### config.mk
export PLATFORM = sky130hd
export DESIGN_NAME = pairwise_amplitude_panner_top
export DESIGN_NICKNAME = d
export VERILOG_FILES = /design/src/rtl/pap_pkg.sv /design/src/rtl/pap_cfg.sv /design/src/rtl/pap_select.sv /design/src/rtl/pap_div.sv /design/src/rtl/pap_scale.sv /design/src/rtl/pairwise_amplitude_panner_top.sv
export SDC_FILE = /design/constraint.sdc
export NUM_CORES = 2
export LEC_CHECK = 0
export BUFFER_PORTS_ARGS = -buffer_cell sky130_fd_sc_hd__buf_2
export CAP_MARGIN = 10
export CELL_PAD_IN_SITES_DETAIL_PLACEMENT = 1
export CELL_PAD_IN_SITES_GLOBAL_PLACEMENT = 1
export CORE_MARGIN = 2
export CORE_UTILIZATION = 28
export DETAILED_ROUTE_END_ITERATION = 6
export PLACE_DENSITY_LB_ADDON = 0.1
export SYNTH_ARGS = -nofsm -noshare
export SYNTH_HDL_FRONTEND = slang
export SYNTH_HIERARCHICAL = 1
export SYNTH_SLANG_ARGS = --single-unit
### constraint.sdc
create_clock -name clk -period 46 [get_ports clk]
set_clock_uncertainty 0.15 [all_clocks]
set_input_delay 2.3 -clock clk [delete_from_list [all_inputs] [get_ports clk]]
set_output_delay 2.3 -clock clk [all_outputs]
set_load 0.01 [all_outputs]
### src/rtl/pap_pkg.sv
`timescale 1ns / 1ps

package pap_pkg;

  // Field and datapath widths
  localparam int ANGLE_W    = 15;
  localparam int AZ_W       = 16;
  localparam int CH_W       = 3;
  localparam int CNT_W      = 2;
  localparam int CFG_IDX_W  = 4;
  localparam int DIST_W     = 16;
  localparam int QUO_W      = 16;
  localparam int WGT_W      = 17;
  localparam int FRAC_W     = 15;

  // Divider split: quotient bits resolved per pipeline stage
  localparam int DIV_STAGES = 4;
  localparam int DIV_STEPS  = QUO_W / DIV_STAGES;

  // Angle constants in 1/64 degree
  localparam logic [ANGLE_W-1:0] FULL_TURN    = 15'd23040;
  localparam logic [ANGLE_W-1:0] ABSENT_ANGLE = 15'd23040;
  localparam logic [AZ_W-1:0]    TWO_TURNS    = 16'd46080;

  // Unity weight in Q1.15
  localparam logic [WGT_W-1:0] ONE_Q15 = 17'd32768;

  // Active speaker count codes
  localparam logic [CNT_W-1:0] CNT_NONE = 2'd0;
  localparam logic [CNT_W-1:0] CNT_ONE  = 2'd1;
  localparam logic [CNT_W-1:0] CNT_PAIR = 2'd2;

  typedef logic [ANGLE_W-1:0] angle_t;
  typedef logic [CH_W-1:0]    chan_t;

  typedef struct packed {
    logic [CNT_W-1:0] count;
    chan_t            l_ch;
    chan_t            r_ch;
  } pan_ctrl_t;

endpackage

### src/rtl/pap_cfg.sv
`timescale 1ns / 1ps

module pap_cfg import pap_pkg::*; #(
  parameter int NUM_SPEAKERS = 8
) (
  input  logic                                     clk,
  input  logic                                     rst_n,
  input  logic                                     cfg_valid,
  input  logic [CFG_IDX_W-1:0]                     cfg_index,
  input  angle_t                                   cfg_data,
  output logic [NUM_SPEAKERS-1:0]                  present,
  output angle_t [NUM_SPEAKERS-1:0]                angle,
  output logic [NUM_SPEAKERS-1:0][NUM_SPEAKERS-1:0] ahead
);

  angle_t [NUM_SPEAKERS-1:0] angle_r;

  // Store speaker angles; writes to unused channels are dropped
  always_ff @(posedge clk) begin
    if (!rst_n) begin
      for (int i = 0; i < NUM_SPEAKERS; i++) begin
        angle_r[i] <= ABSENT_ANGLE;
      end
    end else begin
      for (int i = 0; i < NUM_SPEAKERS; i++) begin
        if (cfg_valid && (cfg_index == CFG_IDX_W'(i))) begin
          angle_r[i] <= cfg_data;
        end
      end
    end
  end

  // Reduce angles into one turn and flag present speakers
  always_comb begin
    for (int i = 0; i < NUM_SPEAKERS; i++) begin
      present[i] = (angle_r[i] != ABSENT_ANGLE);
      angle[i]   = (angle_r[i] > FULL_TURN) ? (angle_r[i] - FULL_TURN) : angle_r[i];
    end
  end

  // Order relation: ahead[i][j] when speaker i sorts ahead of speaker j
  always_comb begin
    for (int i = 0; i < NUM_SPEAKERS; i++) begin
      for (int j = 0; j < NUM_SPEAKERS; j++) begin
        if (i == j) begin
          ahead[i][j] = 1'b0;
        end else begin
          ahead[i][j] = present[i] && present[j] &&
                        ((angle[i] < angle[j]) || ((angle[i] == angle[j]) && (i < j)));
        end
      end
    end
  end

endmodule

### src/rtl/pap_select.sv
`timescale 1ns / 1ps

module pap_select import pap_pkg::*; #(
  parameter int NUM_SPEAKERS = 8,
  parameter int SAMPLE_BITS  = 24
) (
  input  logic                                     clk,
  input  logic                                     rst_n,
  input  logic                                     adv,
  input  logic                                     in_valid,
  input  logic signed [SAMPLE_BITS-1:0]            in_sample,
  input  logic [AZ_W-1:0]                          in_azimuth,
  input  logic [NUM_SPEAKERS-1:0]                  present,
  input  angle_t [NUM_SPEAKERS-1:0]                angle,
  input  logic [NUM_SPEAKERS-1:0][NUM_SPEAKERS-1:0] ahead,
  output logic                                     out_valid,
  output logic signed [SAMPLE_BITS-1:0]            out_sample,
  output logic [DIST_W-1:0]                        out_dleft,
  output logic [DIST_W-1:0]                        out_sum,
  output pan_ctrl_t                                out_ctrl
);

  localparam int PC_W = $clog2(NUM_SPEAKERS + 1);

  function automatic angle_t abs_diff(input angle_t a, input angle_t b);
    return (a >= b) ? (a - b) : (b - a);
  endfunction

  // ---------------- stage 1: azimuth wrap and candidate mask
  logic [AZ_W-1:0]                 az_mod;
  angle_t                          az1_nxt;
  logic [NUM_SPEAKERS-1:0]         cand1_nxt;

  logic                            v1_r;
  logic signed [SAMPLE_BITS-1:0]   sample1_r;
  angle_t                          az1_r;
  logic [NUM_SPEAKERS-1:0]         cand1_r;

  always_comb begin
    if (in_azimuth >= TWO_TURNS) begin
      az_mod = in_azimuth - TWO_TURNS;
    end else if (in_azimuth >= AZ_W'(FULL_TURN)) begin
      az_mod = in_azimuth - AZ_W'(FULL_TURN);
    end else begin
      az_mod = in_azimuth;
    end
    az1_nxt = az_mod[ANGLE_W-1:0];
    for (int i = 0; i < NUM_SPEAKERS; i++) begin
      cand1_nxt[i] = present[i] && (angle[i] >= az1_nxt);
    end
  end

  // ---------------- stage 2: pick right speaker and count
  logic [NUM_SPEAKERS-1:0]         base2;
  logic [NUM_SPEAKERS-1:0]         r2_nxt;
  logic [NUM_SPEAKERS-1:0]         first2;
  logic                            rf2_nxt;
  logic [PC_W-1:0]                 pc2;
  logic [CNT_W-1:0]                cnt2_nxt;

  logic                            v2_r;
  logic signed [SAMPLE_BITS-1:0]   sample2_r;
  angle_t                          az2_r;
  logic [NUM_SPEAKERS-1:0]         r2_r;
  logic                            rf2_r;
  logic [CNT_W-1:0]                cnt2_r;

  always_comb begin
    logic blk;
    logic first_blk;
    base2 = (|cand1_r) ? cand1_r : present;
    for (int i = 0; i < NUM_SPEAKERS; i++) begin
      blk       = 1'b0;
      first_blk = 1'b0;
      for (int j = 0; j < NUM_SPEAKERS; j++) begin
        blk       = blk | (base2[j] & ahead[j][i]);
        first_blk = first_blk | ahead[j][i];
      end
      r2_nxt[i] = base2[i] & ~blk;
      first2[i] = present[i] & ~first_blk;
    end
    rf2_nxt = |(r2_nxt & first2);

    pc2 = '0;
    for (int i = 0; i < NUM_SPEAKERS; i++) begin
      pc2 = pc2 + PC_W'(present[i]);
    end
    if (pc2 == '0) begin
      cnt2_nxt = CNT_NONE;
    end else if (pc2 == PC_W'(1)) begin
      cnt2_nxt = CNT_ONE;
    end else begin
      cnt2_nxt = CNT_PAIR;
    end
  end

  // ---------------- stage 3: pick left speaker, fetch both angles
  logic [NUM_SPEAKERS-1:0]         bef_r3;
  logic [NUM_SPEAKERS-1:0]         last3;
  logic [NUM_SPEAKERS-1:0]         pred3;
  logic [NUM_SPEAKERS-1:0]         l3;
  angle_t                          al3_nxt;
  angle_t                          ar3_nxt;
  pan_ctrl_t                       ctrl3_nxt;

  logic                            v3_r;
  logic signed [SAMPLE_BITS-1:0]   sample3_r;
  angle_t                          az3_r;
  angle_t                          al3_r;
  angle_t                          ar3_r;
  logic                            rf3_r;
  pan_ctrl_t                       ctrl3_r;

  always_comb begin
    logic last_blk;
    logic link_blk;
    for (int i = 0; i < NUM_SPEAKERS; i++) begin
      bef_r3[i] = |(ahead[i] & r2_r);
    end
    for (int i = 0; i < NUM_SPEAKERS; i++) begin
      last_blk = 1'b0;
      link_blk = 1'b0;
      for (int j = 0; j < NUM_SPEAKERS; j++) begin
        last_blk = last_blk | ahead[i][j];
        link_blk = link_blk | (ahead[i][j] & bef_r3[j]);
      end
      last3[i] = present[i] & ~last_blk;
      pred3[i] = bef_r3[i] & ~link_blk;
    end
    l3 = rf2_r ? last3 : pred3;

    al3_nxt         = '0;
    ar3_nxt         = '0;
    ctrl3_nxt.count = cnt2_r;
    ctrl3_nxt.l_ch  = '0;
    ctrl3_nxt.r_ch  = '0;
    for (int i = 0; i < NUM_SPEAKERS; i++) begin
      al3_nxt        = al3_nxt | (angle[i] & {ANGLE_W{l3[i]}});
      ar3_nxt        = ar3_nxt | (angle[i] & {ANGLE_W{r2_r[i]}});
      ctrl3_nxt.l_ch = ctrl3_nxt.l_ch | (l3[i] ? CH_W'(i) : '0);
      ctrl3_nxt.r_ch = ctrl3_nxt.r_ch | (r2_r[i] ? CH_W'(i) : '0);
    end
  end

  // ---------------- stage 4: angular distances with wrap
  logic [DIST_W-1:0]               d1_nxt;
  logic [DIST_W-1:0]               d2_nxt;

  logic                            v4_r;
  logic signed [SAMPLE_BITS-1:0]   sample4_r;
  logic [DIST_W-1:0]               d1_r;
  logic [DIST_W-1:0]               sum4_r;
  pan_ctrl_t                       ctrl4_r;

  always_comb begin
    if (rf3_r) begin
      if (az3_r >= al3_r) begin
        d1_nxt = DIST_W'(az3_r - al3_r);
        d2_nxt = DIST_W'(FULL_TURN) - DIST_W'(az3_r) + DIST_W'(ar3_r);
      end else begin
        d1_nxt = DIST_W'(FULL_TURN) - DIST_W'(al3_r) + DIST_W'(az3_r);
        d2_nxt = DIST_W'(abs_diff(ar3_r, az3_r));
      end
    end else begin
      d1_nxt = DIST_W'(abs_diff(al3_r, az3_r));
      d2_nxt = DIST_W'(abs_diff(ar3_r, az3_r));
    end
  end

  // Advance valid bits
  always_ff @(posedge clk) begin
    if (!rst_n) begin
      v1_r <= 1'b0;
      v2_r <= 1'b0;
      v3_r <= 1'b0;
      v4_r <= 1'b0;
    end else if (adv) begin
      v1_r <= in_valid;
      v2_r <= v1_r;
      v3_r <= v2_r;
      v4_r <= v3_r;
    end
  end

  // Advance payload
  always_ff @(posedge clk) begin
    if (adv) begin
      sample1_r <= in_sample;
      az1_r     <= az1_nxt;
      cand1_r   <= cand1_nxt;

      sample2_r <= sample1_r;
      az2_r     <= az1_r;
      r2_r      <= r2_nxt;
      rf2_r     <= rf2_nxt;
      cnt2_r    <= cnt2_nxt;

      sample3_r <= sample2_r;
      az3_r     <= az2_r;
      al3_r     <= al3_nxt;
      ar3_r     <= ar3_nxt;
      rf3_r     <= rf2_r;
      ctrl3_r   <= ctrl3_nxt;

      sample4_r <= sample3_r;
      d1_r      <= d1_nxt;
      sum4_r    <= d1_nxt + d2_nxt;
      ctrl4_r   <= ctrl3_r;
    end
  end

  assign out_valid  = v4_r;
  assign out_sample = sample4_r;
  assign out_dleft  = d1_r;
  assign out_sum    = sum4_r;
  assign out_ctrl   = ctrl4_r;

endmodule

### src/rtl/pap_div.sv
`timescale 1ns / 1ps

module pap_div import pap_pkg::*; #(
  parameter int SAMPLE_BITS = 24
) (
  input  logic                          clk,
  input  logic                          rst_n,
  input  logic                          adv,
  input  logic                          in_valid,
  input  logic signed [SAMPLE_BITS-1:0] in_sample,
  input  logic [DIST_W-1:0]             in_dleft,
  input  logic [DIST_W-1:0]             in_sum,
  input  pan_ctrl_t                     in_ctrl,
  output logic                          out_valid,
  output logic signed [SAMPLE_BITS-1:0] out_sample,
  output logic [QUO_W-1:0]              out_quo,
  output logic                          out_rem_nz,
  output logic                          out_sum_zero,
  output pan_ctrl_t                     out_ctrl
);

  // Restoring division of dleft * 2^15 by sum, DIV_STEPS quotient bits per stage
  logic                          v_r      [DIV_STAGES];
  logic signed [SAMPLE_BITS-1:0] sample_r [DIV_STAGES];
  logic [DIST_W-1:0]             rem_r    [DIV_STAGES];
  logic [DIST_W-1:0]             sum_r    [DIV_STAGES];
  logic [QUO_W-1:0]              quo_r    [DIV_STAGES];
  pan_ctrl_t                     ctrl_r   [DIV_STAGES];

  logic [DIST_W-1:0]             rem_src  [DIV_STAGES];
  logic [DIST_W-1:0]             sum_src  [DIV_STAGES];
  logic [QUO_W-1:0]              quo_src  [DIV_STAGES];
  logic [DIST_W-1:0]             rem_nxt  [DIV_STAGES];
  logic [QUO_W-1:0]              quo_nxt  [DIV_STAGES];

  // Line up each stage's source operands
  always_comb begin
    rem_src[0] = in_dleft;
    sum_src[0] = in_sum;
    quo_src[0] = '0;
    for (int k = 1; k < DIV_STAGES; k++) begin
      rem_src[k] = rem_r[k-1];
      sum_src[k] = sum_r[k-1];
      quo_src[k] = quo_r[k-1];
    end
  end

  // Resolve quotient bits; the leading bit compares without a shift
  always_comb begin
    logic [DIST_W:0] part;
    for (int k = 0; k < DIV_STAGES; k++) begin
      rem_nxt[k] = rem_src[k];
      quo_nxt[k] = quo_src[k];
      for (int j = 0; j < DIV_STEPS; j++) begin
        if ((k == 0) && (j == 0)) begin
          part = {1'b0, rem_nxt[k]};
        end else begin
          part = {rem_nxt[k], 1'b0};
        end
        if (part >= {1'b0, sum_src[k]}) begin
          part       = part - {1'b0, sum_src[k]};
          quo_nxt[k] = {quo_nxt[k][QUO_W-2:0], 1'b1};
        end else begin
          quo_nxt[k] = {quo_nxt[k][QUO_W-2:0], 1'b0};
        end
        rem_nxt[k] = part[DIST_W-1:0];
      end
    end
  end

  // Advance valid bits
  always_ff @(posedge clk) begin
    if (!rst_n) begin
      for (int k = 0; k < DIV_STAGES; k++) begin
        v_r[k] <= 1'b0;
      end
    end else if (adv) begin
      v_r[0] <= in_valid;
      for (int k = 1; k < DIV_STAGES; k++) begin
        v_r[k] <= v_r[k-1];
      end
    end
  end

  // Advance payload
  always_ff @(posedge clk) begin
    if (adv) begin
      sample_r[0] <= in_sample;
      ctrl_r[0]   <= in_ctrl;
      for (int k = 1; k < DIV_STAGES; k++) begin
        sample_r[k] <= sample_r[k-1];
        ctrl_r[k]   <= ctrl_r[k-1];
      end
      for (int k = 0; k < DIV_STAGES; k++) begin
        rem_r[k] <= rem_nxt[k];
        sum_r[k] <= sum_src[k];
        quo_r[k] <= quo_nxt[k];
      end
    end
  end

  assign out_valid    = v_r[DIV_STAGES-1];
  assign out_sample   = sample_r[DIV_STAGES-1];
  assign out_quo      = quo_r[DIV_STAGES-1];
  assign out_rem_nz   = |rem_r[DIV_STAGES-1];
  assign out_sum_zero = (sum_r[DIV_STAGES-1] == '0);
  assign out_ctrl     = ctrl_r[DIV_STAGES-1];

endmodule

### src/rtl/pap_scale.sv
`timescale 1ns / 1ps

module pap_scale import pap_pkg::*; #(
  parameter int SAMPLE_BITS = 24
) (
  input  logic                          clk,
  input  logic                          rst_n,
  input  logic                          adv,
  input  logic                          in_valid,
  input  logic signed [SAMPLE_BITS-1:0] in_sample,
  input  logic [QUO_W-1:0]              in_quo,
  input  logic                          in_rem_nz,
  input  logic                          in_sum_zero,
  input  pan_ctrl_t                     in_ctrl,
  output logic                          out_valid,
  output logic signed [SAMPLE_BITS-1:0] out_first_sample,
  output logic signed [SAMPLE_BITS-1:0] out_second_sample,
  output pan_ctrl_t                     out_ctrl
);

  localparam int PROD_W = SAMPLE_BITS + WGT_W + 1;

  // ---------------- stage A: weights from quotient, special cases
  logic [WGT_W-1:0]              w1_nxt;
  logic [WGT_W-1:0]              w2_nxt;
  pan_ctrl_t                     ctrla_nxt;

  logic                          va_r;
  logic signed [SAMPLE_BITS-1:0] samplea_r;
  logic [WGT_W-1:0]              w1_r;
  logic [WGT_W-1:0]              w2_r;
  pan_ctrl_t                     ctrla_r;

  always_comb begin
    ctrla_nxt = in_ctrl;
    case (in_ctrl.count)
      CNT_PAIR: begin
        if (in_sum_zero) begin
          w1_nxt = ONE_Q15;
          w2_nxt = '0;
        end else begin
          // left weight is the complement of the right one, less one on a remainder
          w2_nxt = {1'b0, in_quo};
          w1_nxt = ONE_Q15 - {1'b0, in_quo} - WGT_W'(in_rem_nz);
        end
      end
      CNT_ONE: begin
        w1_nxt         = ONE_Q15;
        w2_nxt         = '0;
        ctrla_nxt.r_ch = '0;
      end
      default: begin
        w1_nxt         = '0;
        w2_nxt         = '0;
        ctrla_nxt.l_ch = '0;
        ctrla_nxt.r_ch = '0;
      end
    endcase
  end

  // ---------------- stage B: weighted products
  logic signed [PROD_W-1:0]      p1_nxt;
  logic signed [PROD_W-1:0]      p2_nxt;

  logic                          vb_r;
  logic signed [PROD_W-1:0]      p1_r;
  logic signed [PROD_W-1:0]      p2_r;
  pan_ctrl_t                     ctrlb_r;

  assign p1_nxt = PROD_W'(samplea_r) * PROD_W'($signed({1'b0, w1_r}));
  assign p2_nxt = PROD_W'(samplea_r) * PROD_W'($signed({1'b0, w2_r}));

  // Advance valid bits
  always_ff @(posedge clk) begin
    if (!rst_n) begin
      va_r <= 1'b0;
      vb_r <= 1'b0;
    end else if (adv) begin
      va_r <= in_valid;
      vb_r <= va_r;
    end
  end

  // Advance payload
  always_ff @(posedge clk) begin
    if (adv) begin
      samplea_r <= in_sample;
      w1_r      <= w1_nxt;
      w2_r      <= w2_nxt;
      ctrla_r   <= ctrla_nxt;
      p1_r      <= p1_nxt;
      p2_r      <= p2_nxt;
      ctrlb_r   <= ctrla_r;
    end
  end

  // Floor by dropping the fraction bits of the signed product
  assign out_valid         = vb_r;
  assign out_first_sample  = p1_r[FRAC_W +: SAMPLE_BITS];
  assign out_second_sample = p2_r[FRAC_W +: SAMPLE_BITS];
  assign out_ctrl          = ctrlb_r;

endmodule

### src/rtl/pairwise_amplitude_panner_top.sv
// The select, divider and scale pipelines run on a shared advance enable.
// Throughput: one transaction per cycle while in_stall is low.
// A one-entry skid buffer behind the output register raises in_stall only while it is full.
// Reset (rst_n, synchronous, active low) clears all valid bits and marks every speaker absent.
`timescale 1ns / 1ps

module pairwise_amplitude_panner_top import pap_pkg::*; #(
  parameter int NUM_SPEAKERS = 8,
  parameter int SAMPLE_BITS  = 24
) (
  input  logic                          clk,
  input  logic                          rst_n,

  input  logic                          cfg_valid,
  output logic                          cfg_ready,
  input  logic [CFG_IDX_W-1:0]          cfg_index,
  input  angle_t                        cfg_data,

  input  logic                          in_valid,
  output logic                          in_stall,
  input  logic signed [SAMPLE_BITS-1:0] in_sample_in,
  input  logic [AZ_W-1:0]               in_azimuth,

  output logic                          out_valid,
  input  logic                          out_stall,
  output logic [CNT_W-1:0]              out_active_count,
  output chan_t                         out_first_channel,
  output logic signed [SAMPLE_BITS-1:0] out_first_sample,
  output chan_t                         out_second_channel,
  output logic signed [SAMPLE_BITS-1:0] out_second_sample
);

  logic [NUM_SPEAKERS-1:0]                  present;
  angle_t [NUM_SPEAKERS-1:0]                angle;
  logic [NUM_SPEAKERS-1:0][NUM_SPEAKERS-1:0] ahead;

  logic                          adv;

  logic                          sel_valid;
  logic signed [SAMPLE_BITS-1:0] sel_sample;
  logic [DIST_W-1:0]             sel_dleft;
  logic [DIST_W-1:0]             sel_sum;
  pan_ctrl_t                     sel_ctrl;

  logic                          div_valid;
  logic signed [SAMPLE_BITS-1:0] div_sample;
  logic [QUO_W-1:0]              div_quo;
  logic                          div_rem_nz;
  logic                          div_sum_zero;
  pan_ctrl_t                     div_ctrl;

  logic                          sc_valid;
  logic signed [SAMPLE_BITS-1:0] sc_first;
  logic signed [SAMPLE_BITS-1:0] sc_second;
  pan_ctrl_t                     sc_ctrl;

  logic                          out_valid_r;
  pan_ctrl_t                     out_ctrl_r;
  logic signed [SAMPLE_BITS-1:0] out_first_r;
  logic signed [SAMPLE_BITS-1:0] out_second_r;

  logic                          skid_valid_r;
  pan_ctrl_t                     skid_ctrl_r;
  logic signed [SAMPLE_BITS-1:0] skid_first_r;
  logic signed [SAMPLE_BITS-1:0] skid_second_r;

  logic                          take;
  logic                          out_free;

  // Pipeline advances whenever the skid entry is empty
  assign adv       = ~skid_valid_r;
  assign in_stall  = skid_valid_r;
  assign cfg_ready = 1'b1;

  pap_cfg #(
    .NUM_SPEAKERS (NUM_SPEAKERS)
  ) u_cfg (
    .clk       (clk),
    .rst_n     (rst_n),
    .cfg_valid (cfg_valid),
    .cfg_index (cfg_index),
    .cfg_data  (cfg_data),
    .present   (present),
    .angle     (angle),
    .ahead     (ahead)
  );

  pap_select #(
    .NUM_SPEAKERS (NUM_SPEAKERS),
    .SAMPLE_BITS  (SAMPLE_BITS)
  ) u_select (
    .clk        (clk),
    .rst_n      (rst_n),
    .adv        (adv),
    .in_valid   (in_valid),
    .in_sample  (in_sample_in),
    .in_azimuth (in_azimuth),
    .present    (present),
    .angle      (angle),
    .ahead      (ahead),
    .out_valid  (sel_valid),
    .out_sample (sel_sample),
    .out_dleft  (sel_dleft),
    .out_sum    (sel_sum),
    .out_ctrl   (sel_ctrl)
  );

  pap_div #(
    .SAMPLE_BITS (SAMPLE_BITS)
  ) u_div (
    .clk          (clk),
    .rst_n        (rst_n),
    .adv          (adv),
    .in_valid     (sel_valid),
    .in_sample    (sel_sample),
    .in_dleft     (sel_dleft),
    .in_sum       (sel_sum),
    .in_ctrl      (sel_ctrl),
    .out_valid    (div_valid),
    .out_sample   (div_sample),
    .out_quo      (div_quo),
    .out_rem_nz   (div_rem_nz),
    .out_sum_zero (div_sum_zero),
    .out_ctrl     (div_ctrl)
  );

  pap_scale #(
    .SAMPLE_BITS (SAMPLE_BITS)
  ) u_scale (
    .clk               (clk),
    .rst_n             (rst_n),
    .adv               (adv),
    .in_valid          (div_valid),
    .in_sample         (div_sample),
    .in_quo            (div_quo),
    .in_rem_nz         (div_rem_nz),
    .in_sum_zero       (div_sum_zero),
    .in_ctrl           (div_ctrl),
    .out_valid         (sc_valid),
    .out_first_sample  (sc_first),
    .out_second_sample (sc_second),
    .out_ctrl          (sc_ctrl)
  );

  assign take     = adv & sc_valid;
  assign out_free = ~out_valid_r | ~out_stall;

  // Output register and skid control
  always_ff @(posedge clk) begin
    if (!rst_n) begin
      out_valid_r  <= 1'b0;
      skid_valid_r <= 1'b0;
    end else if (out_free) begin
      out_valid_r  <= skid_valid_r | take;
      skid_valid_r <= 1'b0;
    end else if (take) begin
      skid_valid_r <= 1'b1;
    end
  end

  // Move transactions into the output register or park them in the skid entry
  always_ff @(posedge clk) begin
    if (out_free) begin
      if (skid_valid_r) begin
        out_ctrl_r   <= skid_ctrl_r;
        out_first_r  <= skid_first_r;
        out_second_r <= skid_second_r;
      end else if (take) begin
        out_ctrl_r   <= sc_ctrl;
        out_first_r  <= sc_first;
        out_second_r <= sc_second;
      end
    end else if (take) begin
      skid_ctrl_r   <= sc_ctrl;
      skid_first_r  <= sc_first;
      skid_second_r <= sc_second;
    end
  end

  assign out_valid          = out_valid_r;
  assign out_active_count   = out_ctrl_r.count;
  assign out_first_channel  = out_ctrl_r.l_ch;
  assign out_first_sample   = out_first_r;
  assign out_second_channel = out_ctrl_r.r_ch;
  assign out_second_sample  = out_second_r;

endmodule
; After elaboration in Yosys (flattened, before gate mapping)
; Memories as Yosys holds them, arrays and structs flattened. A register that Yosys moved wholly into a read port is not among the register bits.
; Cells that the tools add are included.
[op_classes]
n_mul = 2
bitwise = 432
muxes = 81
div = 0
shifts = 0
n_reduce_logical = 151
add_sub_neg = 45
magnitude_cmp = 93
eq_ne = 46
[ops]
columns = cell, count
row1 = $lt A15 B15 Y1, 56
row2 = $eq A15 B15 Y1, 28
row3 = $mux W16, 20
row4 = $sub A16 B16 Y16, 16
row5 = $ge A17 B16 Y1, 15
row6 = $and A15 B15 Y15, 16
row7 = $or A15 B15 Y15, 14
row8 = $or A1 B1 Y1, 198
row9 = $mux W15, 12
row10 = $ge A15 B15 Y1, 11
row11 = $and A1 B1 Y1, 145
row12 = $sub A15 B15 Y15 const B, 9
row13 = $gt A15 B15 Y1 const B, 8
row14 = $ne A15 B15 Y1 const B, 8
row15 = $logic_and A1 B1 Y1, 100
row16 = $mux W24, 4
row17 = $reduce_or A8 Y1, 10
row18 = $mul A24 B18 Y39, 2
row19 = $and A8 B8 Y8, 8
row20 = $sub A15 B15 Y15, 4
row21 = $not A1 Y1, 38
row22 = $or A3 B3 Y3, 12
row23 = $pmux W17 S2, 1
row24 = $add A16 B15 Y16, 2
row25 = 30 further kinds, 113
[word_totals]
mem_bits_rw = 324
elab_cells = 914
memories = 6
register_bits = 606
latch_bits = 0
romBits = 0
output_inout_bits = 59
[mem_list]
columns = memory, depth, width, read_ports, rd_ports_with_merged_regs, wr, line_no
row1 = u_div.sample_r, 4, 24, 4, 1, 4, pap_div.sv:24  ; logic signed [SAMPLE_BITS-1:0] sample_r [DIV_STAGES];
row2 = u_div.quo_r, 4, 16, 4, 0, 4, pap_div.sv:27  ; logic [QUO_W-1:0] quo_r [DIV_STAGES];
row3 = u_div.rem_r, 4, 16, 4, 0, 4, pap_div.sv:25  ; logic [DIST_W-1:0] rem_r [DIV_STAGES];
row4 = u_div.sum_r, 4, 16, 4, 0, 4, pap_div.sv:26  ; logic [DIST_W-1:0] sum_r [DIV_STAGES];
row5 = u_div.ctrl_r, 4, 8, 4, 0, 4, pap_div.sv:28  ; pan_ctrl_t ctrl_r [DIV_STAGES];
row6 = u_div.v_r, 4, 1, 4, 1, 4, pap_div.sv:23  ; logic v_r [DIV_STAGES];

; Longest topological paths before layout
[logic_depth]
word_depth = 25
mapped_depth = 49
mapped_depth_nobuf = 44

; By module
; Netlist, hierarchy kept.
[by_module_without_submodules]
columns = mod, instances, cells_each, area_each_um2, seq_area_each_um2
row1 = pap_scale, 1, 3340, 31487.7, 3673.5
row2 = pap_div, 1, 2261, 23140.9, 8978.6
row3 = pap_select, 1, 1838, 19124.6, 7257.0
row4 = pap_cfg, 1, 2308, 17349.1, 2402.3
row5 = pairwise_amplitude_panner_top, 1, 186, 4176.5, 3403.3

; Least setup slack after synthesis
; OpenSTA, ideal clock, no wires.
[synth_path]
kind = reg2reg
from = register skid_valid_r (netlist: in_stall)
to = memory u_div.v_r[3], data pin
path_stages_with_launch = 6
period_less_slack_ns = 14.937
path_buffers = 3
required_time_ns = 45.622
path_slack_ns = 31.063
arrival_ns = 14.559
setup_time_ns = 0.228
path_cell_list = dfxtp_1 > buf_6 > buf_8 > buf_12 > inv_1 > and3_1
[synth_rtl]
columns = element, line_no
row1 = start: declaration, pairwise_amplitude_panner_top.sv:62  ; logic skid_valid_r;
row2 = start signal: assignment, pairwise_amplitude_panner_top.sv:152  ; skid_valid_r <= 1'b0;
row3 = start signal: assignment, pairwise_amplitude_panner_top.sv:155  ; skid_valid_r <= 1'b0;
row4 = start signal: assignment, pairwise_amplitude_panner_top.sv:157  ; skid_valid_r <= 1'b1;
row5 = end: declaration, pap_div.sv:23

==> out/metrics.cfg <==
[run_status]
status = finished, final reports clean

[logic_synthesis]
async_flop_share_pct = 0
synth_area_leaders = edfxtp_1 24%, fa_1 16%, ha_1 13%
yosysSeqAreaShare_pct = 27.0
synth_cell_types = 142
synth_edf_count = 769
yosysWarnings = 6
syn_inst = 9933
postSynthAreaPerCell_sq_um = 9.59
synth_top_area_share_pct = 24.2
synth_seq_cells = 900
yosysTopAreaCell = edfxtp_1
ys.flop_type = edfxtp_1
syn_area_sq_mm = 0.0953

[drt]
vias = 74800
drt_iter0_drc = 4408
routed_via_density = 5.13
wl_per_cell_um = 25.0
drc = 0
first_pass_iters = 6
routed_wl_mm = 364
drtAntennaViolNets = 0

[cells_and_area]
nets = 11700
drive_gt1_share_pct = 8.79
area_delta_synth_final_pct = 9.96
final_cell_area_sq_mm = 0.105

[timing]
final.min_clock_period_ns = 13.30
clock.fmax_mhz = 75.2
tightest_slew_ns = 1.30
fin_crit_sh_pct = 28.9
setup_viol = 0
maxSlewViolCount = 0
relSlewSlack_pct = 12.9
hold_viol = 0
tns_ns = 0
rsz0062_at_grt = false

[floorplan]
die_w_um = 587
start_util_pct = 28.1
ios = 123
fp.dieH_um = 587
dieArea_sq_mm = 0.345
std_cell_rows = 214
core_sq_mm = 0.339

[clock_network]
cts_buffer_depth = 4
cts_tree = yes
cts_setup_buffers = 0
cts.sinks = 900
cts_made_buffers = 119
cts-root-buf = clkbuf_16
cts_resized = 0
clk_latency_ns = 0.90
cts_max_level = 3
ctsHoldBuffers = 0
clkTransAtPathRegs_ns = 0.06

[grt]
use_met3_pct = 1.69
grt.busiest_layer = met2
antenna_found_initial = 17
grt_pass1_vias = 80200
grt_usage_pct = 20.7
met2_usage_pct = 35.1
overflow = 0
gr-usage-met1_pct = 28.2
grt_max_degree = 156
grt_first_pass_wirelength_mm = 540

[critical_path]
r2r_slack_ns = 32.70
critPathMaxFanout = 24
required_ns = 46.42
critPathKind = flop to flop
start_kind = flop
endpoint_kind = flop
slowest_delay_ns = 0.79
arrival_ns = 13.72
reg2reg_depth = 41
crit_path_top_delay_cell = a2111oi_0
cpMostUsedCell = o21ai_0

[placed_design]
placed_area_sq_mm = 0.101
io_buffers = 121
gp_congestion = 0.911
hpwl_mm = 278

[min_path]
min_path_cells = 0
hold_path_class = flop to flop

[run]
max_cap_violations = 0

final cells by class:
cell class              instances  area (sq um)
flip-flops and latches        900         25700
diodes                          9          22.5
well taps                    4536          5680
inverters                    1404          5290
repair buffers                292          1900
clock buffers                 135          3070
multi-input cells            7211         62200
clock inverters                80           905
fillers                     38600        234000
worst paths after layout:
check                                                startpoint                               end
worst min-delay path            u_select/sample3_r[1]$_DFFE_PP_  u_select/out_sample[1]$_DFFE_PP_
worst max-delay path                u_div/sum_r[0][1]$_DFFE_PP_       u_div/rem_r[1][3]$_DFFE_PP_
worst min register to register  u_select/sample3_r[1]$_DFFE_PP_  u_select/out_sample[1]$_DFFE_PP_
worst max register to register      u_div/sum_r[0][1]$_DFFE_PP_       u_div/rem_r[1][3]$_DFFE_PP_
logic make-up (layout without fill, tap and decap cells):
kind of cell               after synthesis  after routing  share of synthesized area, %
muxes                                  245            245                          2.89
DFF                                    900            900                          27.0
AOI/OAI and AO/OA                     1913           1913                          13.9
other                                    2             18                       0.00788
buffers and inverters                 1829           1911                          7.85
adders and majority gates             1775           1775                          29.3
xor gates and xnor gates               426            426                          3.99
and+or+nand+nor                       2843           2843                          15.1
placed cells by master (no fill, tap or decap), drive strengths merged, types with 84 or more instances in the layout:
master,n
a21o,165
edfxtp,769
clkbuf,135
nand4,133
a21oi,416
inv,1406
a21boi,104
nor3,147
nand2,1072
and2,382
xor2,117
o21a,123
xnor2,305
buf,292
ha,969
fa,773
nor2b,113
a22oi,149
o211ai,84
nor2,398
nand3,146
o21ai,331
dfxtp,131
mux2,193
Yosys cell counts (112+ instances only):
library cell  instances
dfxtp_1             131
nor3_1              142
nand3_1             145
edfxtp_1            769
a22oi_1             148
nand4_1             129
clkbuf_1            225
mux2_2              176
o21a_1              122
inv_1              1364
and2_1              381
xnor2_1             304
o21ai_0             284
nand2_1            1069
nor2_1              388
nor2b_1             112
xor2_1              116
a21oi_1             412
fa_1                773
a21o_1              165
ha_1                969
metal layers:
| metal | vias up | share of wire, % |
|---|---|---|
| met1 | 38600 | 46 |
| li1 | 34200 | - |
| met4 | 0 | 2.9 |
| met3 | 450 | 3.3 |
| met5 | - | 0 |
| met2 | 1461 | 47 |
metrics by stage:
stage / instances / hold slack [ns] / worst slack [ns] / utilization, %
4_1_cts: 14600 / 0.184 / 32.63 / 30.9
3_5_place_dp: 14300 / 0.255 / 32.68 / 29.7
2_1_floorplan: 9940 / 0.250 / 31.06 / -
5_1_grt: 14600 / 0.199 / 31.75 / 30.9
3_3_place_gp: 14300 / 0.250 / 32.73 / 29.7
6_report: 14600 / 0.185 / 32.70 / 30.9
sequential cells by signal, indices dropped and copies added, names as in the netlist, 32 cells and up:
| name | flops |
|---|---|
| u_div/sample_r | 96 |
| u_div/rem_r | 64 |
| u_div/sum_r | 64 |
| u_div/quo_r | 40 |
| u_div/ctrl_r | 32 |
| u_cfg/angle_r | 120 |
worst max-delay path: cells and delay by family (launching register included):
kind | cells | cell delay (ns)
muxes | 3 | 1.01
buffers and inverters | 3 | 0.71
AOI/OAI and AO/OA | 24 | 7.41
DFF | 1 | 0.46
adders and majority gates | 4 | 1.25
and+or+nand+nor | 7 | 2.04
Power is left out: the tool's default activity adds up to more than one toggle a clock period on the data nets, which glitch-free logic cannot reach.
